### src/sv/ttb_pkg.sv
// package for the triangle tangent basis core: widths, types and helpers
`timescale 1ns / 1ps
package ttb_pkg;

  localparam int unsigned DataW  = 32;
  localparam int unsigned DeltaW = 33;
  localparam int unsigned ProdW  = 66;
  localparam int unsigned SumW   = 67;
  // numerator magnitude after the q16 shift
  localparam int unsigned NumW   = 83;
  // quotient bits kept: anything above 32 only means saturation
  localparam int unsigned QuoW   = 34;
  localparam int unsigned FracShift = 16;
  localparam int unsigned NumComp = 6;
  localparam int unsigned CompIdxW = 3;
  // divider counts one quotient bit per cycle
  localparam int unsigned DivStepsW = 7;

  typedef enum logic [2:0] {
    ST_LOAD,
    ST_MUL,
    ST_DIV,
    ST_DIV_WAIT,
    ST_EMIT
  } ctrl_state_t;

  // commands from controller to datapath
  typedef struct packed {
    logic                store_v0;
    logic                store_v1;
    logic                start_tri;
    logic                mul_step;
    logic                div_start;
    logic [CompIdxW-1:0] comp_idx;
    logic                out_load;
    logic                out_last;
  } ttb_cmd_t;

  // status from datapath to controller
  typedef struct packed {
    logic mul_done;
    logic det_zero;
    logic div_busy;
  } ttb_sts_t;

  // saturate signed quotient magnitude to int32
  function automatic logic [DataW-1:0] sat_q(input logic neg, input logic [QuoW-1:0] q);
    logic [QuoW-1:0] lim;
    logic [QuoW-1:0] negq;
    lim  = {{(QuoW-DataW){1'b0}}, 1'b1, {(DataW-1){1'b0}}};
    negq = ~q + {{(QuoW-1){1'b0}}, 1'b1};
    if (neg) begin
      if (q >= lim) sat_q = {1'b1, {(DataW-1){1'b0}}};
      else sat_q = negq[DataW-1:0];
    end else begin
      if (q >= lim) sat_q = {1'b0, {(DataW-1){1'b1}}};
      else sat_q = q[DataW-1:0];
    end
  endfunction

endpackage

### src/sv/ttb_ctrl.sv
// controller: vertex phase, multiply and divide sequencing, result handshake
`timescale 1ns / 1ps
module ttb_ctrl (
  input  logic              clk,
  input  logic              rst_n,
  input  logic              in_valid,
  output logic              in_stall,
  output logic              out_valid,
  input  logic              out_stall,
  input  ttb_pkg::ttb_sts_t sts,
  output ttb_pkg::ttb_cmd_t cmd
);

  ttb_pkg::ctrl_state_t state_r, state_nxt;
  logic [1:0] phase_r, phase_nxt;
  logic [2:0] mcnt_r, mcnt_nxt;
  logic [ttb_pkg::CompIdxW-1:0] comp_r, comp_nxt;
  logic [1:0] copy_r, copy_nxt;
  logic       ov_r, ov_nxt;
  logic       in_acc, out_acc;

  assign in_acc  = in_valid && !in_stall;
  assign out_acc = ov_r && !out_stall;

  // next state and commands
  always_comb begin
    state_nxt = state_r;
    phase_nxt = phase_r;
    mcnt_nxt  = mcnt_r;
    comp_nxt  = comp_r;
    copy_nxt  = copy_r;
    ov_nxt    = ov_r;
    cmd       = '0;
    in_stall  = 1'b1;
    if (out_acc) ov_nxt = 1'b0;
    unique case (state_r)
      ttb_pkg::ST_LOAD: begin
        in_stall = 1'b0;
        if (in_acc) begin
          cmd.store_v0  = (phase_r == 2'd0);
          cmd.store_v1  = (phase_r == 2'd1);
          cmd.start_tri = (phase_r == 2'd2);
          if (phase_r == 2'd2) begin
            phase_nxt = 2'd0;
            mcnt_nxt  = '0;
            state_nxt = ttb_pkg::ST_MUL;
          end else begin
            phase_nxt = phase_r + 2'd1;
          end
        end
      end
      ttb_pkg::ST_MUL: begin
        if (sts.mul_done) begin
          comp_nxt = '0;
          copy_nxt = '0;
          state_nxt = sts.det_zero ? ttb_pkg::ST_EMIT : ttb_pkg::ST_DIV;
        end else if (mcnt_r != 3'd7) begin
          cmd.mul_step = 1'b1;
          mcnt_nxt = mcnt_r + 3'd1;
        end
      end
      ttb_pkg::ST_DIV: begin
        cmd.div_start = 1'b1;
        cmd.comp_idx  = comp_r;
        state_nxt = ttb_pkg::ST_DIV_WAIT;
      end
      ttb_pkg::ST_DIV_WAIT: begin
        if (!sts.div_busy) begin
          if (comp_r == ttb_pkg::CompIdxW'(ttb_pkg::NumComp - 1)) begin
            state_nxt = ttb_pkg::ST_EMIT;
          end else begin
            comp_nxt = comp_r + 1'b1;
            state_nxt = ttb_pkg::ST_DIV;
          end
        end
      end
      ttb_pkg::ST_EMIT: begin
        if (!ov_r || out_acc) begin
          cmd.out_load = 1'b1;
          cmd.out_last = (copy_r == 2'd2);
          ov_nxt = 1'b1;
          copy_nxt = copy_r + 2'd1;
          if (copy_r == 2'd2) state_nxt = ttb_pkg::ST_LOAD;
        end
      end
      default: state_nxt = ttb_pkg::ST_LOAD;
    endcase
  end

  always_ff @(posedge clk) begin
    if (!rst_n) begin
      state_r <= ttb_pkg::ST_LOAD;
      phase_r <= '0;
      mcnt_r  <= '0;
      comp_r  <= '0;
      copy_r  <= '0;
      ov_r    <= 1'b0;
    end else begin
      state_r <= state_nxt;
      phase_r <= phase_nxt;
      mcnt_r  <= mcnt_nxt;
      comp_r  <= comp_nxt;
      copy_r  <= copy_nxt;
      ov_r    <= ov_nxt;
    end
  end

  assign out_valid = ov_r;

  // phase never reaches three
  a_phase: assert property (@(posedge clk) disable iff (!rst_n) phase_r != 2'd3)
    else $error("vertex phase out of range");
  // a request is taken only while loading
  a_in_load: assert property (@(posedge clk) disable iff (!rst_n)
    in_acc |-> state_r == ttb_pkg::ST_LOAD)
    else $error("request taken outside load");
  // third vertex starts the multiply sequence
  a_tri: assert property (@(posedge clk) disable iff (!rst_n)
    (in_acc && phase_r == 2'd2) |=> state_r == ttb_pkg::ST_MUL)
    else $error("triangle not started");

endmodule

### config.mk
export PLATFORM = sky130hd
export DESIGN_NAME = ttb_ctrl
export DESIGN_NICKNAME = d
export VERILOG_FILES = /design/src/sv/ttb_pkg.sv /design/src/sv/ttb_ctrl.sv
export SDC_FILE = /design/constraint.sdc
export NUM_CORES = 1
export LEC_CHECK = 0
export CELL_PAD_IN_SITES_DETAIL_PLACEMENT = 0
export CELL_PAD_IN_SITES_GLOBAL_PLACEMENT = 1
export CORE_ASPECT_RATIO = 1.4
export CORE_MARGIN = 2
export CORE_UTILIZATION = 43
export CTS_BUF_LIST = sky130_fd_sc_hd__clkbuf_16
export DETAILED_ROUTE_END_ITERATION = 7
export DONT_BUFFER_PORTS = 1
export GPL_TIMING_DRIVEN = 0
export PLACE_DENSITY_LB_ADDON = 0.1
export SYNTH_ARGS = -nofsm -noshare
export SYNTH_HDL_FRONTEND = slang
export SYNTH_SLANG_ARGS = --single-unit
### constraint.sdc
create_clock -name clk -period 1.75 [get_ports clk]
set_input_delay 0.35 -clock clk [delete_from_list [all_inputs] [get_ports clk]]
set_output_delay 0.35 -clock clk [all_outputs]
set_load 0.05 [all_outputs]
# --- Yosys cells after proc, flatten, opt, wreduce, memory -nomap -nowiden ---
# Index checks and enable logic that the tools add are counted.
classes:
  addsub: 4
  multipliers: 0
  div_mod_pow: 0
  magnitude_cmp: 0
  eq_ne: 18
  shift: 0
  n_mux: 34
  bitwise: 0
  n_reduce_logical: 15
op_table:
  columns: ["cell", "count"]
  rows:
  - ["3-bit two-way mux", 17]
  - ["2-bit != test (second input constant)", 8]
  - ["3-bit one-hot mux with 5 select lines", 1]
  - ["3-bit one-hot mux with 2 select lines", 2]
  - ["2-bit two-way mux", 5]
  - ["1-bit two-way mux", 7]
  - ["3-bit by 1-bit adder with 3-bit output (second input constant)", 2]
  - ["3-bit by 2-bit equality test with 1-bit output (second input constant)", 2]
  - ["3-bit equality test (second input constant)", 2]
  - ["6-bit AND reduction", 1]
  - ["2-bit nonzero test", 3]
  - ["5-bit AND reduction", 1]
  - ["2-bit by 1-bit adder with 2-bit output (second input constant)", 2]
  - ["2-bit equality test (second input constant)", 2]
  - ["4-bit two-way mux", 1]
  - ["2-bit one-hot mux with 2 select lines", 1]
  - ["4-bit AND reduction", 1]
  - ["3-bit by 1-bit equality test with 1-bit output (second input constant)", 1]
  - ["3-bit zero test", 1]
  - ["3-bit != test (second input constant)", 1]
  - ["3-bit AND reduction", 1]
  - ["2-bit by 1-bit equality test with 1-bit output (second input constant)", 1]
  - ["1-bit logical AND", 2]
  - ["1-bit zero test", 2]
  - ["4 further kinds", 4]
word_totals:
  reg_bits: 14
  latch_bits: 0
  mem_bits_rw: 0
  rom_bits: 0
  word_cells: 77
  n_memories: 0

# --- Depth between registers and ports, before layout ---
# Gate-level depths: netlist of the first run.
logic_depth:
  ltp_word: 5
  depth_mapped: 6
  ltp_nobuf: 6

# --- Worst setup path after synthesis of the first run ---
# No wires, ideal clock.
synth_path:
  kind: "flip-flop to output port"
  startpoint: "reg state_r[0]"
  endpoint: "out cmd[8] (netlist bit)"
  arrival_time_ns: 2.097
  t_required_ns: 1.400
  setup_slack_ns: -0.697
  stages_incl_launch_ff: 5
  path_cell_list: "dfxtp_1 -> clkbuf_1 -> nor3_1 -> nand2_1 -> nor3b_1"
synth_lines:
  columns: ["item", "line", "source"]
  rows:
  - ["from (decl)", "ttb_ctrl.sv:14", "ttb_pkg::ctrl_state_t state_r, state_nxt;"]
  - ["from (signal assigned)", "ttb_ctrl.sv:92", "state_r <= ttb_pkg::ST_LOAD;"]
  - ["from (signal assigned)", "ttb_ctrl.sv:99", "state_r <= state_nxt;"]
  - ["to (decl)", "ttb_ctrl.sv:11", "output ttb_pkg::ttb_cmd_t cmd"]

==> impl_results.md, run 1 <==
- Num CTS Buffers: 3
- Cells after synthesis: between 100 and 150
- Synthesized area: approximately 800 um2
- Crit start category: register
- CP delay by family, top: simple AND/OR/NAND/NOR gates
- Post-synthesis adder-cell area fraction: 7.65%
- Root buf cell: clkbuf_16
- Initial Utilization: 46.0%
- Reg2reg path depth: 7
- Clk buf depth: 2
- Post-synth ARST share: 0%
- Lkg Pwr: 0.421 nW
- Final #Nets: 128
- Post-synth top cells: dfxtp_1 (14), nand2_1 (11), nor2_1 (9)
- EDFF count, synth: 0
- Pin count of the biggest net entering global routing: 11
- Yosys reg bits: 14
- Dominant cell by count in the synthesized netlist: dfxtp_1
- Sequential fraction of the synthesis area: around a third
- Routability cong.: 0.792
- Area of the die: 0.00227 mm2
- Input/output buffers: 0
- Worst slew pin tran: 0.594 ns
- Reg clk slew, reported paths: roughly 0.05 ns
- TritonCTS clock tree: yes
- Buf/Inv on CP: 1
- Synth-to-layout area growth: 41.3%
- PD cells: 741 mW/mm2
- First-pass GRT wire length: 3230 um
- Worst Path Class, Setup: register to primary output
- Unique masters post-synth: 31
- Complex-gate fraction of the synthesized area: 19.9%
- Final HPWL DP: 1310 um
- Mean post-synth cell area: approximately 7.9 um2
- CP Capture Type: primary output
- Core Region: 0.00178 mm2
- Setup TNS: -0.448 ns
- Critical Path Max Stage Delay: around 0.55 ns
- Worst r2r src: mcnt_r[0]
- Area contributors post-synth: dfxtp_1 (34%), ha_1 (7.6%), a21boi_0 (5.5%)
- PnR worst setup slack: -0.129 ns
- Worst min path class: primary input to register
- Maximum capacitance violations: 0
- Setup violators final: 6
- Drt drc: 0
- Hold Crit Start: rst_n
- GR Layer Usage met2: 31.0%
- Antenna Nets Post-Route: 0
- Die width: approximately 41 um
- Initial DRC Count: 17
- Setup Skew: about 0.0032 ns
- XOR/XNOR Fraction of Synth Area: 0%
- Vias/cell: 5.73
- Post-synth top area cell: dfxtp_1
- Vias in the first global route: 728
- Peak supply drop: 568 uV
- Final global-route overflow total: 0
- Clk Latency, worst-skew pair: between 0.2 and 0.3 ns
- Met1 Use GR: 25.7%
- Synth Warn #: 0
- Max Fanout on Critical Path: 5
- Hold_ws: roughly 0.25 ns
- Most used DFF post-synth: dfxtp_1
- First-pass detailed-route iteration total: 4
- Slew Viols, Final: 0
- FMAX: 0.532 GHz
- Ant diodes: 0
- Post-route minimum period: 1.88 ns
- Final Hold Viols: 0
- Mapped Nets: 115
- R2r endpoint: mcnt_r[0]
- RSZ-0062 raised after global routing: true
- Cell Chain, Critical Path: buf_8 > nor3_4 > nand2_4 > nor3b_4
- GRT Total Usage: 20.5%
- Routed length per instance: about 15 um
- Clk sink count: 14
- Num ports: 19
- Initial antenna violation count: 0
- Outcome: finished, violations left
- GR Layer Usage met3: 4.00%
- Rows: 18
- Min-Delay Path Depth: 1
- Die Ht: 55.6 um
- H-Tree Depth: 1
- Simple-Gate Fraction of Synth Area: about 30%
- Critical path data arrival time: 1.53 ns
- R2r setup slk: roughly 0.12 ns
- Fin crit share: 107%
- Slowest CP cell: nor3b_4
- Main combinational cell family by area after synthesis: simple AND/OR/NAND/NOR gates
- Failing checks: setup timing
- Vias: 774
- Min-Delay Endpoint: copy_r[1]
- Grt peak-use layer: met2
- Yosys top cell area share: between 30% and 40%
- Slew HR: around 60%
- Routed Wire Length: between 2000 and 2500 um
- Mux contribution to synthesized area: 3.67%
- Layout cells sized above 1: 33.0%
- Worst Path Required: 1.40 ns
## power breakdown
part | internal (W) | switching [W]
clock | 0.000304 | 0.000149
sequential | 0.000320 | 0.00000821
combinational | 0.0000299 | 0.0000463
total | 0.000654 | 0.000203
## layer usage
metal / part of all wire [%] / vias to the layer above
li1: - / 390
met1: 42 / 358
met2: 51 / 19
met3: 4.4 / 7
met4: 3.0 / 0
met5: 0 / -
## sequential cells by signal (all words and copies together), names as in the netlist
name	count
copy_r	2
comp_r	3
state_r	3
mcnt_r	3
phase_r	2
out_valid	1
## metrics by stage
step / std cells / util [%] / instance area, um2 / power (W) / worst slack, ns
after floorplan: 103 / - / 878 / 0.000394 / -0.0275
after global placement: 123 / 50.8 / 903 / 0.000402 / -0.287
after detailed placement: 123 / 50.8 / 903 / 0.000403 / -0.290
after CTS: 133 / 62.9 / 1120 / 0.000858 / -0.173
after global routing: 135 / 65.0 / 1160 / 0.000880 / -0.193
final: 135 / 65.0 / 1160 / 0.000857 / -0.129
## worst max-delay path by stage
| stage | to | cells after the start | slack [ns] | from |
|---|---|---|---|---|
| after floorplan | cmd[5] | 3 | -0.03 | state_r[1] |
| after global placement | cmd[5] | 3 | -0.29 | state_r[1] |
| after detailed placement | cmd[5] | 3 | -0.29 | state_r[1] |
| after CTS | cmd[8] | 4 | -0.17 | state_r[0] |
| after global routing | cmd[8] | 4 | -0.19 | state_r[0] |
| final | cmd[8] | 4 | -0.13 | state_r[0] |
## worst register-to-register path: stages, from the launching register on
cell,delay (ns)
dfxtp_2,0.33
ha_4,0.16
ha_4,0.15
o21ai_2,0.10
o211ai_1,0.17
buf_4,0.20
or3_1,0.29
a21boi_0,0.15
## cell usage in the layout, fill, tap and decap left out, drive strengths merged, types with 2 or more instances in the layout
cell type / synthesis / routed
clkbuf: 3 / 5
nand2: 11 / 11
nand3b: 2 / 2
and3: 3 / 3
and2: 2 / 2
o21a: 2 / 2
nor3b: 2 / 2
o21ai: 6 / 6
dfxtp: 14 / 14
a21boi: 7 / 7
a21oi: 5 / 5
nor2b: 2 / 2
nor3: 4 / 4
nand4: 3 / 3
nor2: 9 / 9
mux2i: 3 / 3
buf: 0 / 9
inv: 8 / 8
ha: 5 / 5
## kinds of logic (layout without fill, tap and decap cells)
group,after synthesis,after routing
compound gates,25,25
fa+ha+maj,5,5
buf+inv,11,23
flops,14,14
mux,3,3
simple gates,45,45
## timing repair
action / 4_1_cts / 5_1_grt
pin swaps: 9 / 7
hold buffers: 0 / 0
buffers inserted: 6 / 2
gates cloned: 0 / 0
resized for setup: 26 / 8
setup endpoints to repair: 13 / 7
## cell type report
type / count / area [um2]
multi-input combinational: 78 / 633
fill: 162 / 623
sequential: 14 / 293
clock buffer: 3 / 75.1
timing repair buffer: 8 / 63.8
buffer: 3 / 32.5
inverter: 8 / 30.0
tap: 20 / 25.0
clock inverter: 1 / 3.75
No activity file was read; power rests on OpenSTA's default activity.
==> run 2: changes to the inputs <==
Settings changed: CORE_ASPECT_RATIO 1.4 to unset, CORE_UTILIZATION 43 to 46.
Clock period 1.75 ns to 2.4 ns, I/O delays scaled along.
==> run 2 against run 1 <==
Net effect:
- the run now ends clean
- clock-buffer cell count unchanged
- design area decreased by 14%
- highest routed layer is now met3
- final cell count decreased by 2.2%
==> impl_results.md, run 2 (same netlist as run 1, synthesis figures left out) <==
- Fin crit share: 94.6%
- Slew HR: 57.1% (was 60.4%)
- Final HPWL DP: 1270 um (was 1310 um)
- Pin count of the biggest net entering global routing: 11 (unchanged)
- R2r setup slk: 0.58 ns (was 0.12 ns)
- Routed Wire Length: 1710 um (was 2050 um)
- Num ports: 19 (unchanged)
- Vias: 701 (was 774)
- Lkg Pwr: 0.368 nW (was 0.421 nW)
- Regs by FF count: comp_r (3), mcnt_r (3), state_r (3) (unchanged)
- Setup Skew: 0.00320 ns (was 0.00323 ns)
- First-pass GRT wire length: 3000 um (was 3230 um)
- Max Fanout on Critical Path: 10 (was 5)
- Clk Latency, worst-skew pair: 0.24 ns (was 0.25 ns)
- Reg2reg path depth: 5 (was 7)
- CP Capture Type: primary output (unchanged)
- Initial Utilization: 47.9% (was 46.0%)
- GR Layer Usage met2: 32.5% (was 31.0%)
- Vias in the first global route: 688 (was 728)
- Die Ht: 46.2 um (was 55.6 um)
- Synth-to-layout area growth: 21.6% (was 41.3%)
- Vias/cell: 5.31 (was 5.73)
- Critical path data arrival time: 1.79 ns (was 1.53 ns)
- Worst Path Class, Setup: register to primary output (unchanged)
- Initial antenna violation count: 0 (unchanged)
- Root buf cell: clkbuf_16 (unchanged)
- Layout Cells excl Fill: 132 (was 135)
- Antenna Nets Post-Route: 0 (unchanged)
- Area of the die: 0.00213 mm2 (was 0.00227 mm2)
- Min-Delay Path Depth: 1 (unchanged)
- Worst slew pin tran: 0.644 ns (was 0.594 ns)
- PD cells: 608 mW/mm2 (was 741 mW/mm2)
- Final global-route overflow total: 0 (unchanged)
- Post-route minimum period: 2.27 ns
- Die width: 46.2 um (was 40.9 um)
- R2r endpoint: phase_r[1] (was mcnt_r[0])
- Min-Delay Endpoint: mcnt_r[2] (was copy_r[1])
- FMAX: 0.440 GHz
- GRT Total Usage: 19.5% (was 20.5%)
- Met1 Use GR: 24.5% (was 25.7%)
- Worst min path class: primary input to register (unchanged)
- H-Tree Depth: 1 (unchanged)
- Slew Viols, Final: 0 (unchanged)
- Most common cell after layout, fill and taps aside: dfxtp_1 (was nand2_1)
- Clk sink count: 14 (unchanged)
- Critical Path Max Stage Delay: 0.56 ns (was 0.55 ns)
- Slowest CP cell: nor3b_4 (unchanged)
- Routed length per instance: 12.9 um (was 15.2 um)
- Cell Chain, Critical Path: clkbuf_1 > nor3_2 > nand2_2 > nor3b_4 (was buf_8 > nor3_4 > nand2_4 > nor3b_4)
- Final Hold Viols: 0 (unchanged)
- Hold Crit Start: rst_n (unchanged)
- Drt drc: 0 (unchanged)
- Buf/Inv on CP: 1 (unchanged)
- Post-CTS Hold Buffers: 0 (unchanged)
- Rows: 15 (was 18)
- Worst r2r src: state_r[0] (was mcnt_r[0])
- Ant diodes: 0 (unchanged)
- Input/output buffers: 0 (unchanged)
- Maximum capacitance violations: 0 (unchanged)
- Routability cong.: 0.767 (was 0.792)
- Overall Power: 0.000605 W (was 0.000857 W)
- Grt peak-use layer: met2 (unchanged)
- Crit start category: register (unchanged)
- TritonCTS clock tree: yes (unchanged)
- Post-placement cell count: 128 (was 123)
- Peak supply drop: 356 uV (was 568 uV)
- Reg clk slew, reported paths: 0.05 ns (about the same)
- Setup TNS: 0 ns (was -0.448 ns)
- Setup violators final: 0 (was 6)
- First-pass detailed-route iteration total: 4 (unchanged)
- Layout cells sized above 1: 14.0% (was 33.0%)
- Clk buf depth: 2 (unchanged)
- Core Region: 0.00171 mm2 (was 0.00178 mm2)
- Final #Nets: 120 (was 128)
- Commonest non-fill, non-tap cells in the layout: dfxtp_1 (14), nand2_1 (10), inv_1 (8) (was nand2_1 (10), inv_1 (8), dfxtp_1 (8))
- GR Layer Usage met3: 6.67% (was 4.00%)
- Outcome: completed (was finished, violations left)
- Initial DRC Count: 4 (was 17)
- Num CTS Buffers: 3 (unchanged)
- Worst Path Required: 1.92 ns (was 1.40 ns)
- CP delay by family, top: simple AND/OR/NAND/NOR gates (unchanged)
[run 2: changes by cell type in the layout (fill, tap and decap cells not counted), sizes merged]
| cell | change |
|---|---|
| buf | -9 |
| clkbuf | +1 |
[run 2: cell type report]
type,count,area [um2]
Clock buffer,3,75.1
Inverter,8,30.0
Fill cell,158,713
Tap cell,25,31.3
Buffer,3,11.3
Clock inverter,1,3.75
Multi-Input combinational cell,78,563
Sequential cell,14,280
[run 2: how the worst max path moves through the flow]
stage	startpoint	end	slack (ns)	depth (start not counted)
final	state_r[0]	cmd[8]	0.13	4
after global routing	state_r[0]	cmd[8]	-0.01	4
after CTS	state_r[0]	cmd[7]	-0.14	4
after detailed placement	state_r[1]	cmd[5]	-0.15	3
after global placement	state_r[1]	cmd[5]	-0.17	3
after floorplan	state_r[1]	cmd[5]	0.08	3
[run 2: through the flow]
stage | hold WS (ns) | worst slack [ns] | area [um2] | util (%)
2_1_floorplan | 0.445 | 0.0842 | 833 | -
3_3_place_gp | 0.455 | -0.174 | 865 | 50.6
3_5_place_dp | 0.467 | -0.151 | 865 | 50.6
4_1_cts | 0.386 | -0.140 | 961 | 56.3
5_1_grt | 0.383 | -0.0112 | 995 | 58.2
6_report | 0.386 | 0.129 | 995 | 58.2
[run 2: repair_timing]
item / CTS / global route
buffers inserted: 0 / 0
gates resized for setup: 4 / 7
pin swaps: 0 / 1
endpoints found under the setup margin: 6 / 6
[run 2: metal layers]
metal	vias up	share of wire (%)
li1	371	-
met1	314	46
met2	16	48
met3	0	6.2
met4	0	0
met5	-	0
[run 2: worst register-to-register path: cells and delay by family (launching register included)]
| kind | cells | cell delay [ns] |
|---|---|---|
| AND/OR/NAND/NOR | 3 | 0.99 |
| buffers and inverters | 1 | 0.24 |
| flip-flops | 1 | 0.31 |
| AO/OA/AOI/OAI | 1 | 0.22 |
[run 2: where the power goes]
part,total (W),internal (W),switching (W),leakage [nW]
Sequential,0.000242,0.000236,0.00000571,0.113
Combinational,0.0000467,0.0000156,0.0000311,0.216
Clock,0.000317,0.000220,0.0000963,0.0385
